`src/hw/rtl/wcs_pkg.sv`:
```
package wcs_pkg;

  localparam int TUPLE_SLOTS  = 8;
  localparam int ELEMENT_BITS = 16;

  localparam int CMD_W   = 2;
  localparam int INDEX_W = 4;
  localparam int FIELD_W = 16;
  localparam int LEN_W   = 4;

  localparam int IDX_W  = (TUPLE_SLOTS > 1) ? $clog2(TUPLE_SLOTS) : 1;
  localparam int CNT_W  = ($clog2(TUPLE_SLOTS + 1) > INDEX_W) ? $clog2(TUPLE_SLOTS + 1)
                                                              : INDEX_W;
  localparam int WIDE_W = (ELEMENT_BITS > FIELD_W) ? ELEMENT_BITS : FIELD_W;

  localparam logic [LEN_W-1:0] LEN_RESET = LEN_W'(8);

  typedef logic [ELEMENT_BITS-1:0] elem_t;
  typedef logic [IDX_W-1:0]        slot_idx_t;
  typedef logic [CNT_W-1:0]        count_t;

  typedef enum logic [CMD_W-1:0] {
    CMD_WRITE    = 2'd0,
    CMD_READ     = 2'd1,
    CMD_STEP     = 2'd2,
    CMD_SATURATE = 2'd3
  } cmd_t;

  typedef enum logic [2:0] {
    ST_IDLE,
    ST_ACCESS,
    ST_SCAN,
    ST_UPDATE,
    ST_FOLD,
    ST_FINISH
  } state_t;

  typedef enum logic [1:0] {
    STEP_SHIFT,
    STEP_SINGLE,
    STEP_GRADE
  } step_case_t;

endpackage

```
`src/hw/rtl/wcs_cmd_if.sv`:
```
interface wcs_cmd_if;
  logic                        valid;
  logic                        ready;
  logic [wcs_pkg::CMD_W-1:0]   command;
  logic [wcs_pkg::INDEX_W-1:0] index;
  logic [wcs_pkg::FIELD_W-1:0] value;

  modport source(output valid, command, index, value, input ready);
  modport sink(input valid, command, index, value, output ready);
endinterface

```
`src/hw/rtl/wcs_res_if.sv`:
```
interface wcs_res_if;
  logic                        valid;
  logic                        ready;
  logic [wcs_pkg::FIELD_W-1:0] read_value;
  logic                        overflow;

  modport source(output valid, read_value, overflow, input ready);
  modport sink(input valid, read_value, overflow, output ready);
endinterface

```
`src/hw/rtl/wcs_sat_add.sv`:
```
module wcs_sat_add (
  input  wcs_pkg::elem_t a,
  input  wcs_pkg::elem_t b,
  output wcs_pkg::elem_t sum,
  output wcs_pkg::elem_t sat_sum,
  output logic           carry
);

  logic [wcs_pkg::ELEMENT_BITS:0] full;

  assign full    = {1'b0, a} + {1'b0, b};
  assign sum     = full[wcs_pkg::ELEMENT_BITS-1:0];
  assign carry   = full[wcs_pkg::ELEMENT_BITS];
  assign sat_sum = carry ? '1 : full[wcs_pkg::ELEMENT_BITS-1:0];

endmodule

```
`src/hw/rtl/weak_composition_stepper.sv`:
```
// Weak composition stepper: holds up to TUPLE_SLOTS entries and, on a step command, moves the
// tuple to the next weak composition in graded order; saturate folds the tail into position m,
// write and read access single entries, and every command returns one result item. One item
// at a time is in work: a new command is taken only after the last has loaded its result. Write
// and read access one entry, a step scans the n used entries and updates, and a saturate scans
// and folds (with m at or past n, it skips both). The pace is set by the entries' single read port,
// scanned one entry a cycle, and one shared saturating adder for the scan and update writes.
module weak_composition_stepper (
  input  logic                      clk,
  input  logic                      rst,
  input  logic                      cfg_we,
  input  logic [wcs_pkg::LEN_W-1:0] cfg_wdata,
  wcs_cmd_if.sink                   cmd,
  wcs_res_if.source                 res
);

  wcs_pkg::state_t   state, state_next;
  wcs_pkg::cmd_t     op;
  wcs_pkg::cmd_t     cmd_in;
  logic [wcs_pkg::LEN_W-1:0] tuple_length;

  wcs_pkg::elem_t    entries [wcs_pkg::TUPLE_SLOTS];
  wcs_pkg::elem_t    rdata;

  wcs_pkg::count_t    n_use, n_in, len_ext, idx_ext;
  wcs_pkg::slot_idx_t ptr, last_idx, m_idx, t_idx;
  logic               in_range;
  wcs_pkg::elem_t     wval, e0, elast, vt, vtm1, prev, acc;
  logic               found, multi, pre_nz;
  logic [1:0]         k;
  logic [wcs_pkg::FIELD_W-1:0] rd_acc, res_rd;
  logic               ovf_acc, res_ovf, res_valid;

  logic [wcs_pkg::WIDE_W-1:0] val_wide;
  logic               wsat;
  wcs_pkg::elem_t     wval_in;

  logic               wr_en;
  wcs_pkg::slot_idx_t wr_addr;
  wcs_pkg::elem_t     wr_data;
  wcs_pkg::elem_t     add_a, add_b, add_sum, add_sat;
  logic               add_carry, set_ovf, load_res, accept, nz;
  wcs_pkg::step_case_t step_case;
  wcs_pkg::elem_t     fold_val;

  wcs_sat_add u_add (
    .a       (add_a),
    .b       (add_b),
    .sum     (add_sum),
    .sat_sum (add_sat),
    .carry   (add_carry)
  );

  assign cmd_in   = wcs_pkg::cmd_t'(cmd.command);
  assign accept   = cmd.valid && cmd.ready;
  assign cmd.ready = (state == wcs_pkg::ST_IDLE);
  assign rdata    = entries[ptr];
  assign nz       = (rdata != '0);

  assign len_ext = wcs_pkg::CNT_W'(tuple_length);
  assign idx_ext = wcs_pkg::CNT_W'(cmd.index);
  always_comb begin
    if (len_ext == '0) begin
      n_in = wcs_pkg::CNT_W'(1);
    end else if (len_ext > wcs_pkg::CNT_W'(wcs_pkg::TUPLE_SLOTS)) begin
      n_in = wcs_pkg::CNT_W'(wcs_pkg::TUPLE_SLOTS);
    end else begin
      n_in = len_ext;
    end
  end

  assign val_wide = wcs_pkg::WIDE_W'(cmd.value);
  assign wsat     = val_wide > wcs_pkg::WIDE_W'({wcs_pkg::ELEMENT_BITS{1'b1}});
  assign wval_in  = wsat ? '1 : wcs_pkg::ELEMENT_BITS'(val_wide);

  always_comb begin
    if (found && (t_idx != '0)) begin
      step_case = multi ? wcs_pkg::STEP_SHIFT : wcs_pkg::STEP_SINGLE;
    end else begin
      step_case = wcs_pkg::STEP_GRADE;
    end
  end

  assign fold_val = ((acc == '0) && !pre_nz) ? wcs_pkg::ELEMENT_BITS'(1) : acc;

  always_ff @(posedge clk) begin
    if (rst) begin
      state <= wcs_pkg::ST_IDLE;
    end else begin
      state <= state_next;
    end
  end

  always_comb begin
    state_next = state;
    wr_en      = 1'b0;
    wr_addr    = ptr;
    wr_data    = '0;
    add_a      = acc;
    add_b      = rdata;
    set_ovf    = 1'b0;
    load_res   = 1'b0;
    case (state)
      wcs_pkg::ST_IDLE: begin
        if (cmd.valid) begin
          case (cmd_in)
            wcs_pkg::CMD_STEP:     state_next = wcs_pkg::ST_SCAN;
            wcs_pkg::CMD_SATURATE: state_next = (idx_ext < n_in) ? wcs_pkg::ST_SCAN
                                                                 : wcs_pkg::ST_FINISH;
            default:               state_next = wcs_pkg::ST_ACCESS;
          endcase
        end
      end
      wcs_pkg::ST_ACCESS: begin
        if ((op == wcs_pkg::CMD_WRITE) && in_range) begin
          wr_en   = 1'b1;
          wr_data = wval;
        end
        state_next = wcs_pkg::ST_FINISH;
      end
      wcs_pkg::ST_SCAN: begin
        if ((op == wcs_pkg::CMD_SATURATE) && (ptr > m_idx)) begin
          wr_en   = 1'b1;
          set_ovf = add_carry;
        end
        if (ptr == last_idx) begin
          state_next = (op == wcs_pkg::CMD_STEP) ? wcs_pkg::ST_UPDATE : wcs_pkg::ST_FOLD;
        end
      end
      wcs_pkg::ST_UPDATE: begin
        wr_en = 1'b1;
        case (step_case)
          wcs_pkg::STEP_SHIFT: begin
            case (k)
              2'd0: begin
                wr_addr = t_idx;
                wr_data = elast;
              end
              2'd1: begin
                add_a   = vt;
                add_b   = '1;
                wr_addr = last_idx;
                wr_data = add_sum;
              end
              default: begin
                add_a   = vtm1;
                add_b   = wcs_pkg::ELEMENT_BITS'(1);
                wr_addr = wcs_pkg::IDX_W'(t_idx - 1'b1);
                wr_data = add_sat;
                set_ovf = add_carry;
              end
            endcase
          end
          wcs_pkg::STEP_SINGLE: begin
            case (k)
              2'd0: begin
                wr_addr = wcs_pkg::IDX_W'(t_idx - 1'b1);
                wr_data = wcs_pkg::ELEMENT_BITS'(1);
              end
              2'd1: begin
                wr_addr = t_idx;
                wr_data = '0;
              end
              default: begin
                add_a   = vt;
                add_b   = '1;
                wr_addr = last_idx;
                wr_data = add_sum;
              end
            endcase
          end
          default: begin
            case (k)
              2'd0: begin
                wr_addr = '0;
                wr_data = '0;
              end
              2'd1: begin
                add_a   = e0;
                add_b   = wcs_pkg::ELEMENT_BITS'(1);
                wr_addr = last_idx;
                wr_data = add_sat;
                set_ovf = add_carry;
              end
              default: wr_en = 1'b0;
            endcase
          end
        endcase
        if (k == 2'd2) begin
          state_next = wcs_pkg::ST_FINISH;
        end
      end
      wcs_pkg::ST_FOLD: begin
        wr_en      = 1'b1;
        wr_addr    = m_idx;
        wr_data    = fold_val;
        state_next = wcs_pkg::ST_FINISH;
      end
      wcs_pkg::ST_FINISH: begin
        if (!res_valid || res.ready) begin
          load_res   = 1'b1;
          state_next = wcs_pkg::ST_IDLE;
        end
      end
      default: state_next = wcs_pkg::ST_IDLE;
    endcase
  end

  always_ff @(posedge clk) begin
    if (rst) begin
      tuple_length <= wcs_pkg::LEN_RESET;
    end else if (cfg_we) begin
      tuple_length <= cfg_wdata;
    end
  end

  always_ff @(posedge clk) begin
    if (rst) begin
      entries <= '{default: '0};
    end else if (wr_en) begin
      entries[wr_addr] <= wr_data;
    end
  end

  always_ff @(posedge clk) begin
    if (accept) begin
      op       <= cmd_in;
      n_use    <= n_in;
      last_idx <= wcs_pkg::IDX_W'(n_in - 1'b1);
      in_range <= idx_ext < n_in;
      m_idx    <= idx_ext[wcs_pkg::IDX_W-1:0];
      ptr      <= ((cmd_in == wcs_pkg::CMD_WRITE) || (cmd_in == wcs_pkg::CMD_READ))
                  ? idx_ext[wcs_pkg::IDX_W-1:0] : '0;
      wval     <= wval_in;
      ovf_acc  <= (cmd_in == wcs_pkg::CMD_WRITE) && (idx_ext < n_in) && wsat;
      rd_acc   <= '0;
      found    <= 1'b0;
      multi    <= 1'b0;
      pre_nz   <= 1'b0;
      k        <= '0;
    end else begin
      case (state)
        wcs_pkg::ST_ACCESS: begin
          if ((op == wcs_pkg::CMD_READ) && in_range) begin
            rd_acc <= wcs_pkg::FIELD_W'(rdata);
          end
        end
        wcs_pkg::ST_SCAN: begin
          ptr  <= wcs_pkg::IDX_W'(ptr + 1'b1);
          prev <= rdata;
          if (ptr == '0) begin
            e0 <= rdata;
          end
          if (ptr == last_idx) begin
            elast <= rdata;
          end
          if (nz) begin
            found <= 1'b1;
            t_idx <= ptr;
            vt    <= rdata;
            vtm1  <= prev;
            if (found) begin
              multi <= 1'b1;
            end
          end
          if (ptr < m_idx) begin
            pre_nz <= pre_nz | nz;
          end else if (ptr == m_idx) begin
            acc <= rdata;
          end else begin
            acc <= add_sat;
          end
          if (set_ovf) begin
            ovf_acc <= 1'b1;
          end
        end
        wcs_pkg::ST_UPDATE: begin
          k <= k + 2'd1;
          if (set_ovf) begin
            ovf_acc <= 1'b1;
          end
        end
        default: ;
      endcase
    end
  end

  always_ff @(posedge clk) begin
    if (rst) begin
      res_valid <= 1'b0;
    end else if (load_res) begin
      res_valid <= 1'b1;
    end else if (res.ready) begin
      res_valid <= 1'b0;
    end
  end

  always_ff @(posedge clk) begin
    if (load_res) begin
      res_rd  <= rd_acc;
      res_ovf <= ovf_acc;
    end
  end

  assign res.valid      = res_valid;
  assign res.read_value = res_rd;
  assign res.overflow   = res_ovf;

  a_busy_after_accept: assert property (@(posedge clk) disable iff (rst)
    accept |=> !cmd.ready)
    else $error("input taken again while an item is in work");

  a_scan_in_range: assert property (@(posedge clk) disable iff (rst)
    (state == wcs_pkg::ST_SCAN) |-> (wcs_pkg::CNT_W'(ptr) < n_use))
    else $error("scan pointer past used length");

  a_write_in_range: assert property (@(posedge clk) disable iff (rst)
    wr_en |-> (wcs_pkg::CNT_W'(wr_addr) < n_use))
    else $error("entry write past used length");

endmodule

```
`src/flat_wrapper.sv`:
```
// flat-port wrapper written by rule: the top's interface ports become plain ports
module weak_composition_stepper_flat 
  (clk, rst, cfg_we, cfg_wdata, cmd_valid, cmd_command, cmd_index, cmd_value, cmd_ready, res_valid, res_read_value, res_overflow, res_ready);
  wcs_cmd_if cmd_i ();
  wcs_res_if res_i ();
  input  logic clk;
  input  logic rst;
  input  logic cfg_we;
  input  logic [wcs_pkg::LEN_W-1:0] cfg_wdata;
  input wire logic [$bits(cmd_i.valid)-1:0] cmd_valid;
  input wire logic [$bits(cmd_i.command)-1:0] cmd_command;
  input wire logic [$bits(cmd_i.index)-1:0] cmd_index;
  input wire logic [$bits(cmd_i.value)-1:0] cmd_value;
  output wire logic [$bits(cmd_i.ready)-1:0] cmd_ready;
  output wire logic [$bits(res_i.valid)-1:0] res_valid;
  output wire logic [$bits(res_i.read_value)-1:0] res_read_value;
  output wire logic [$bits(res_i.overflow)-1:0] res_overflow;
  input wire logic [$bits(res_i.ready)-1:0] res_ready;
  assign cmd_i.valid = cmd_valid;
  assign cmd_i.command = cmd_command;
  assign cmd_i.index = cmd_index;
  assign cmd_i.value = cmd_value;
  assign cmd_ready = cmd_i.ready;
  assign res_valid = res_i.valid;
  assign res_read_value = res_i.read_value;
  assign res_overflow = res_i.overflow;
  assign res_i.ready = res_ready;
  weak_composition_stepper u_core (.clk(clk), .rst(rst), .cfg_we(cfg_we), .cfg_wdata(cfg_wdata), .cmd(cmd_i), .res(res_i));
endmodule
```
`config.mk`:
```
export PLATFORM = sky130hd
export DESIGN_NAME = weak_composition_stepper_flat
export DESIGN_NICKNAME = d
export VERILOG_FILES = /design/src/hw/rtl/wcs_pkg.sv /design/src/hw/rtl/wcs_cmd_if.sv /design/src/hw/rtl/wcs_res_if.sv /design/src/hw/rtl/wcs_sat_add.sv /design/src/hw/rtl/weak_composition_stepper.sv /design/src/flat_wrapper.sv
export SDC_FILE = /design/constraint.sdc
export NUM_CORES = 1
export LEC_CHECK = 0
export ABC_CLOCK_PERIOD_IN_PS = 5100
export BUFFER_PORTS_ARGS = -buffer_cell sky130_fd_sc_hd__buf_2
export CAP_MARGIN = 20
export CORE_UTILIZATION = 60
export DETAILED_ROUTE_END_ITERATION = 10
export GPL_ROUTABILITY_DRIVEN = 0
export PLACE_DENSITY = 0.77
export SLEW_MARGIN = 20
export SYNTH_ARGS = -nofsm -noshare
export SYNTH_HDL_FRONTEND = slang
export SYNTH_SLANG_ARGS = --single-unit
```
`constraint.sdc`:
```
create_clock -name clk -period 5.1 [get_ports clk]
set_clock_uncertainty 0.2 [all_clocks]
set_input_delay 0.255 -clock clk [delete_from_list [all_inputs] [get_ports clk]]
set_output_delay 0.255 -clock clk [all_outputs]
set_load 0.03 [all_outputs]
```
==> impl_metrics.env <==
export IMPL_outcome="finished clean"
export IMPL_clock_root_buffer="clkbuf_16"
export IMPL_start_kind="flop"
export IMPL_io_buffers=49
export IMPL_die_x_microns=159
export IMPL_cts_tree="built"
export IMPL_crit_arrival_ns=5.26
export IMPL_viasPerCell=6.57
export IMPL_fmax_mhz=198
export IMPL_grt_max_degree=67
export IMPL_drv_slew=0
export IMPL_stdcell_area_sq_um=17000
export IMPL_grt_overflow=0
export IMPL_end_kind="flop"
export IMPL_cts_buffers=30
export IMPL_rsz0062_at_grt="no"
export IMPL_seq_area_sq_um=7500
export IMPL_maxCapViolations=0
export IMPL_nets=1542
export IMPL_finalCritPeriodShare_pct=99.1
export IMPL_dp_cells=1736
export IMPL_hold_path_class="in2reg"
export IMPL_instances_no_fill=1829
export IMPL_ys_ff_latch=302
export IMPL_first_iter_violations=1433
export IMPL_ys_types=86
export IMPL_synth_area_top_cells="edfxtp_1, dfxtp_1, nor2_1, mux4_2, mux2i_1"
export IMPL_vias=12000
export IMPL_critical_path_class="reg2reg"
export IMPL_die_h_microns=159
export IMPL_core_sq_um=24200
export IMPL_drive_gt1_share_pct=18.2
export IMPL_ant_nets=0
export IMPL_wl_per_cell_microns=22.8
export IMPL_fin_crit_ns=5.05
export IMPL_synth_ff_type="dfxtp_1"
export IMPL_hold_violations=0
export IMPL_cts_setup_buffers=0
export IMPL_async_flop_share_pct=0
export IMPL_seq_area_frac_synth_pct=50.8
export IMPL_row_count=57
export IMPL_p_leak_nw=6.18
export IMPL_max_slew_margin_pct=27.7
export IMPL_synth_fp_nets=1445
export IMPL_grt_pass1_wl_microns=64600
export IMPL_cts_clk_slew_worst_paths_ns=0.06
export IMPL_route_detailed_drc=0
export IMPL_synth_top_area_share_pct=29.5
export IMPL_hpwl_microns=27800
export IMPL_final_util_pct=70.4
export IMPL_clk_path_buf_depth=3
export IMPL_grt_pass1_vias=11600
export IMPL_grt_antenna_before_repair=0
export IMPL_p_per_area_nw_per_um2=514
export IMPL_ir_drop_v=0.000448
export IMPL_initial_core_util_pct=61.0
export IMPL_worstSkewPairLatency_ns=0.56
export IMPL_setup_viol=0
export IMPL_area_growth_pct=15.5
export IMPL_hold_slack_ns=0.0305
export IMPL_syn_inst=1383
export IMPL_setup_tns_ns=0
export IMPL_cts_htree_levels=1
export IMPL_synth_edf_count=145
export IMPL_multi_input_area_sq_um=6630
export IMPL_yosys_area_top_type="edfxtp_1"
export IMPL_syn_area_per_cell_sq_um=10.7
export IMPL_io_pins=50
export IMPL_cp_data_required_time_ns=5.31
export IMPL_yosys_warnings=0
export IMPL_worstPathMaxFanout=16
export IMPL_dieArea_sq_um=25200
export IMPL_worst_pin_slew_ns=1.08
export IMPL_netlist_area_sq_um=14700
export IMPL_grt_usage_pct=33.0
export IMPL_nFillCells=1708
export IMPL_drt_wl_total_microns=41700
export IMPL_firstDrtPassIters=7
export IMPL_cts_sink_count=302
export IMPL_dpl_cell_area_sq_um=15600
## synth_stat cells (4+ instances only)
| cell type | count |
|---|---|
| nor2_1 | 203 |
| dfxtp_1 | 157 |
| edfxtp_1 | 145 |
| nand2_1 | 88 |
| a21oi_1 | 79 |
| mux2i_1 | 70 |
| a211oi_1 | 47 |
| clkbuf_1 | 46 |
| inv_1 | 43 |
| o21ai_0 | 35 |
| mux4_2 | 32 |
| nand3_1 | 32 |
| ha_1 | 30 |
| nor3_1 | 30 |
| a22oi_1 | 28 |
| a211oi_2 | 26 |
| buf_2 | 24 |
| a31oi_1 | 16 |
| o221ai_1 | 16 |
| buf_4 | 15 |
| nand2b_1 | 12 |
| nor2b_1 | 11 |
| a311oi_1 | 9 |
| and3_1 | 9 |
| nand4_1 | 9 |
| o211ai_1 | 9 |
| xnor2_1 | 9 |
| a21o_1 | 8 |
| and2_1 | 8 |
| o31ai_1 | 8 |
| buf_1 | 7 |
| buf_6 | 7 |
| a222oi_1 | 6 |
| o21ai_1 | 6 |
| a221oi_1 | 5 |
| nor3b_1 | 5 |
| nor4_1 | 5 |
| o21a_1 | 5 |
| o22ai_1 | 5 |
| xor2_1 | 5 |
| a21boi_0 | 4 |
| nand3b_1 | 4 |
## state kept, by name, indices dropped and copies added, names as in the netlist, 3 cells and up
register / cells
u_core.m_idx: 3
u_core.state: 3
u_core.t_idx: 3
u_core.len_ext: 4
u_core.wval: 16
u_core.last_idx: 3
u_core.prev: 16
u_core.vtm1: 16
u_core.ptr: 3
u_core.acc: 16
u_core.elast: 16
u_core.e0: 16
u_core.entries: 128
u_core.res.read_value: 16
u_core.rd_acc: 16
u_core.vt: 16
## cell usage in the layout, fill, tap and decap left out, types with 6 or more instances in the layout
master | synthesis | final
nor2_1 | 203 | 199
dfxtp_1 | 157 | 157
edfxtp_1 | 145 | 145
nand2_1 | 88 | 85
a21oi_1 | 79 | 79
buf_4 | 15 | 73
mux2i_1 | 70 | 70
buf_2 | 24 | 48
a211oi_1 | 47 | 47
inv_1 | 43 | 42
dlygate4sd3_1 | 0 | 36
o21ai_0 | 35 | 35
clkbuf_16 | 0 | 35
mux4_2 | 32 | 32
nand3_1 | 32 | 32
nor3_1 | 30 | 30
ha_1 | 30 | 30
a22oi_1 | 28 | 28
a211oi_2 | 26 | 26
o221ai_1 | 16 | 16
a31oi_1 | 16 | 16
nand2b_1 | 12 | 12
xnor2_1 | 9 | 9
and3_1 | 9 | 9
o211ai_1 | 9 | 9
nand4_1 | 9 | 9
a311oi_1 | 9 | 9
clkbuf_1 | 46 | 9
a21o_1 | 8 | 8
and2_1 | 8 | 8
o31ai_1 | 8 | 8
buf_12 | 0 | 7
nor2b_1 | 11 | 6
o21ai_1 | 6 | 6
a222oi_1 | 6 | 6
## timing repair
action / CTS / global route
gates resized for setup: 0 / 8
hold endpoints to repair: 61 / 0
hold buffers: 36 / 0
endpoints found under the setup margin: 0 / 85
## critical path: stages, from the launching register on
cell and delay [ns]:
dfxtp_1 0.40, inv_1 0.08, ha_1 0.20, buf_4 0.20, inv_1 0.28, a21oi_2 0.10
nand2_1 0.43, buf_4 0.23, nor2_1 0.04, nor2_1 0.37, ha_1 0.38, and2_1 0.21
a221o_1 0.45, nor2_1 0.37, buf_4 0.25, nand2_1 0.08, a21boi_1 0.29, buf_4 0.25
a211oi_1 0.09
## path summary, 6_finish.rpt
| kind | from | to | slack, ns | cells past startpoint |
|---|---|---|---|---|
| min | cmd_valid | u_core.ovf_acc | 0.03 | 2 |
| min reg2reg | u_core.prev[3] | u_core.vtm1[3] | 0.22 | 0 |
| max | u_core.k[1] | u_core.entries[99] | 0.05 | 18 |
| max reg2reg | u_core.k[1] | u_core.entries[99] | 0.05 | 18 |
## cells by family (layout without fill, tap and decap cells)
| family | Yosys count | after routing | synth area share (%) |
|---|---|---|---|
| AO/OA/AOI/OAI | 356 | 356 | 17.9 |
| XOR/XNOR | 14 | 14 | 0.832 |
| adder cells (fa/ha/maj) | 31 | 31 | 2.68 |
| buffers and inverters | 144 | 265 | 4.61 |
| flip-flops | 302 | 302 | 50.8 |
| multiplexers | 104 | 104 | 9.79 |
| other | 0 | 1 | 0 |
| AND/OR/NAND/NOR | 432 | 432 | 13.3 |
## power by group
part / leakage [nW] / switching, mW / internal, mW / total [mW]
clock: 0.508 / 0.925 / 1.37 / 2.29
sequential: 2.62 / 0.253 / 3.06 / 3.31
combinational: 3.06 / 2.00 / 1.15 / 3.15
## area by class of cell
type / instances / area share [%]
Antenna cell: 1 / 0.0147
Multi-Input combinational cell: 937 / 38.9
Tap cell: 324 / 2.38
Timing Repair Buffer: 164 / 7.57
Sequential cell: 302 / 44.0
Clock inverter: 10 / 0.617
Inverter: 45 / 0.992
Clock buffer: 46 / 5.50
## metal layers
layer | vias up | routed length (microns) | track usage, %
li1 | 5364 | - | -
met1 | 5677 | 16100 | 43.8
met2 | 782 | 18600 | 51.4
met3 | 189 | 4660 | 6.53
met4 | 0 | 2350 | 16.9
met5 | - | 0 | 0
## stage by stage
stage / total power, mW / setup WS (ns)
2_1_floorplan: 5.38 / 0.646
3_3_place_gp: 6.29 / 0.293
3_5_place_dp: 6.36 / 0.144
4_1_cts: 8.66 / 0.137
5_1_grt: 9.11 / 0.00439
6_report: 8.75 / 0.0477
No activity file was read; power rests on OpenSTA's default activity.
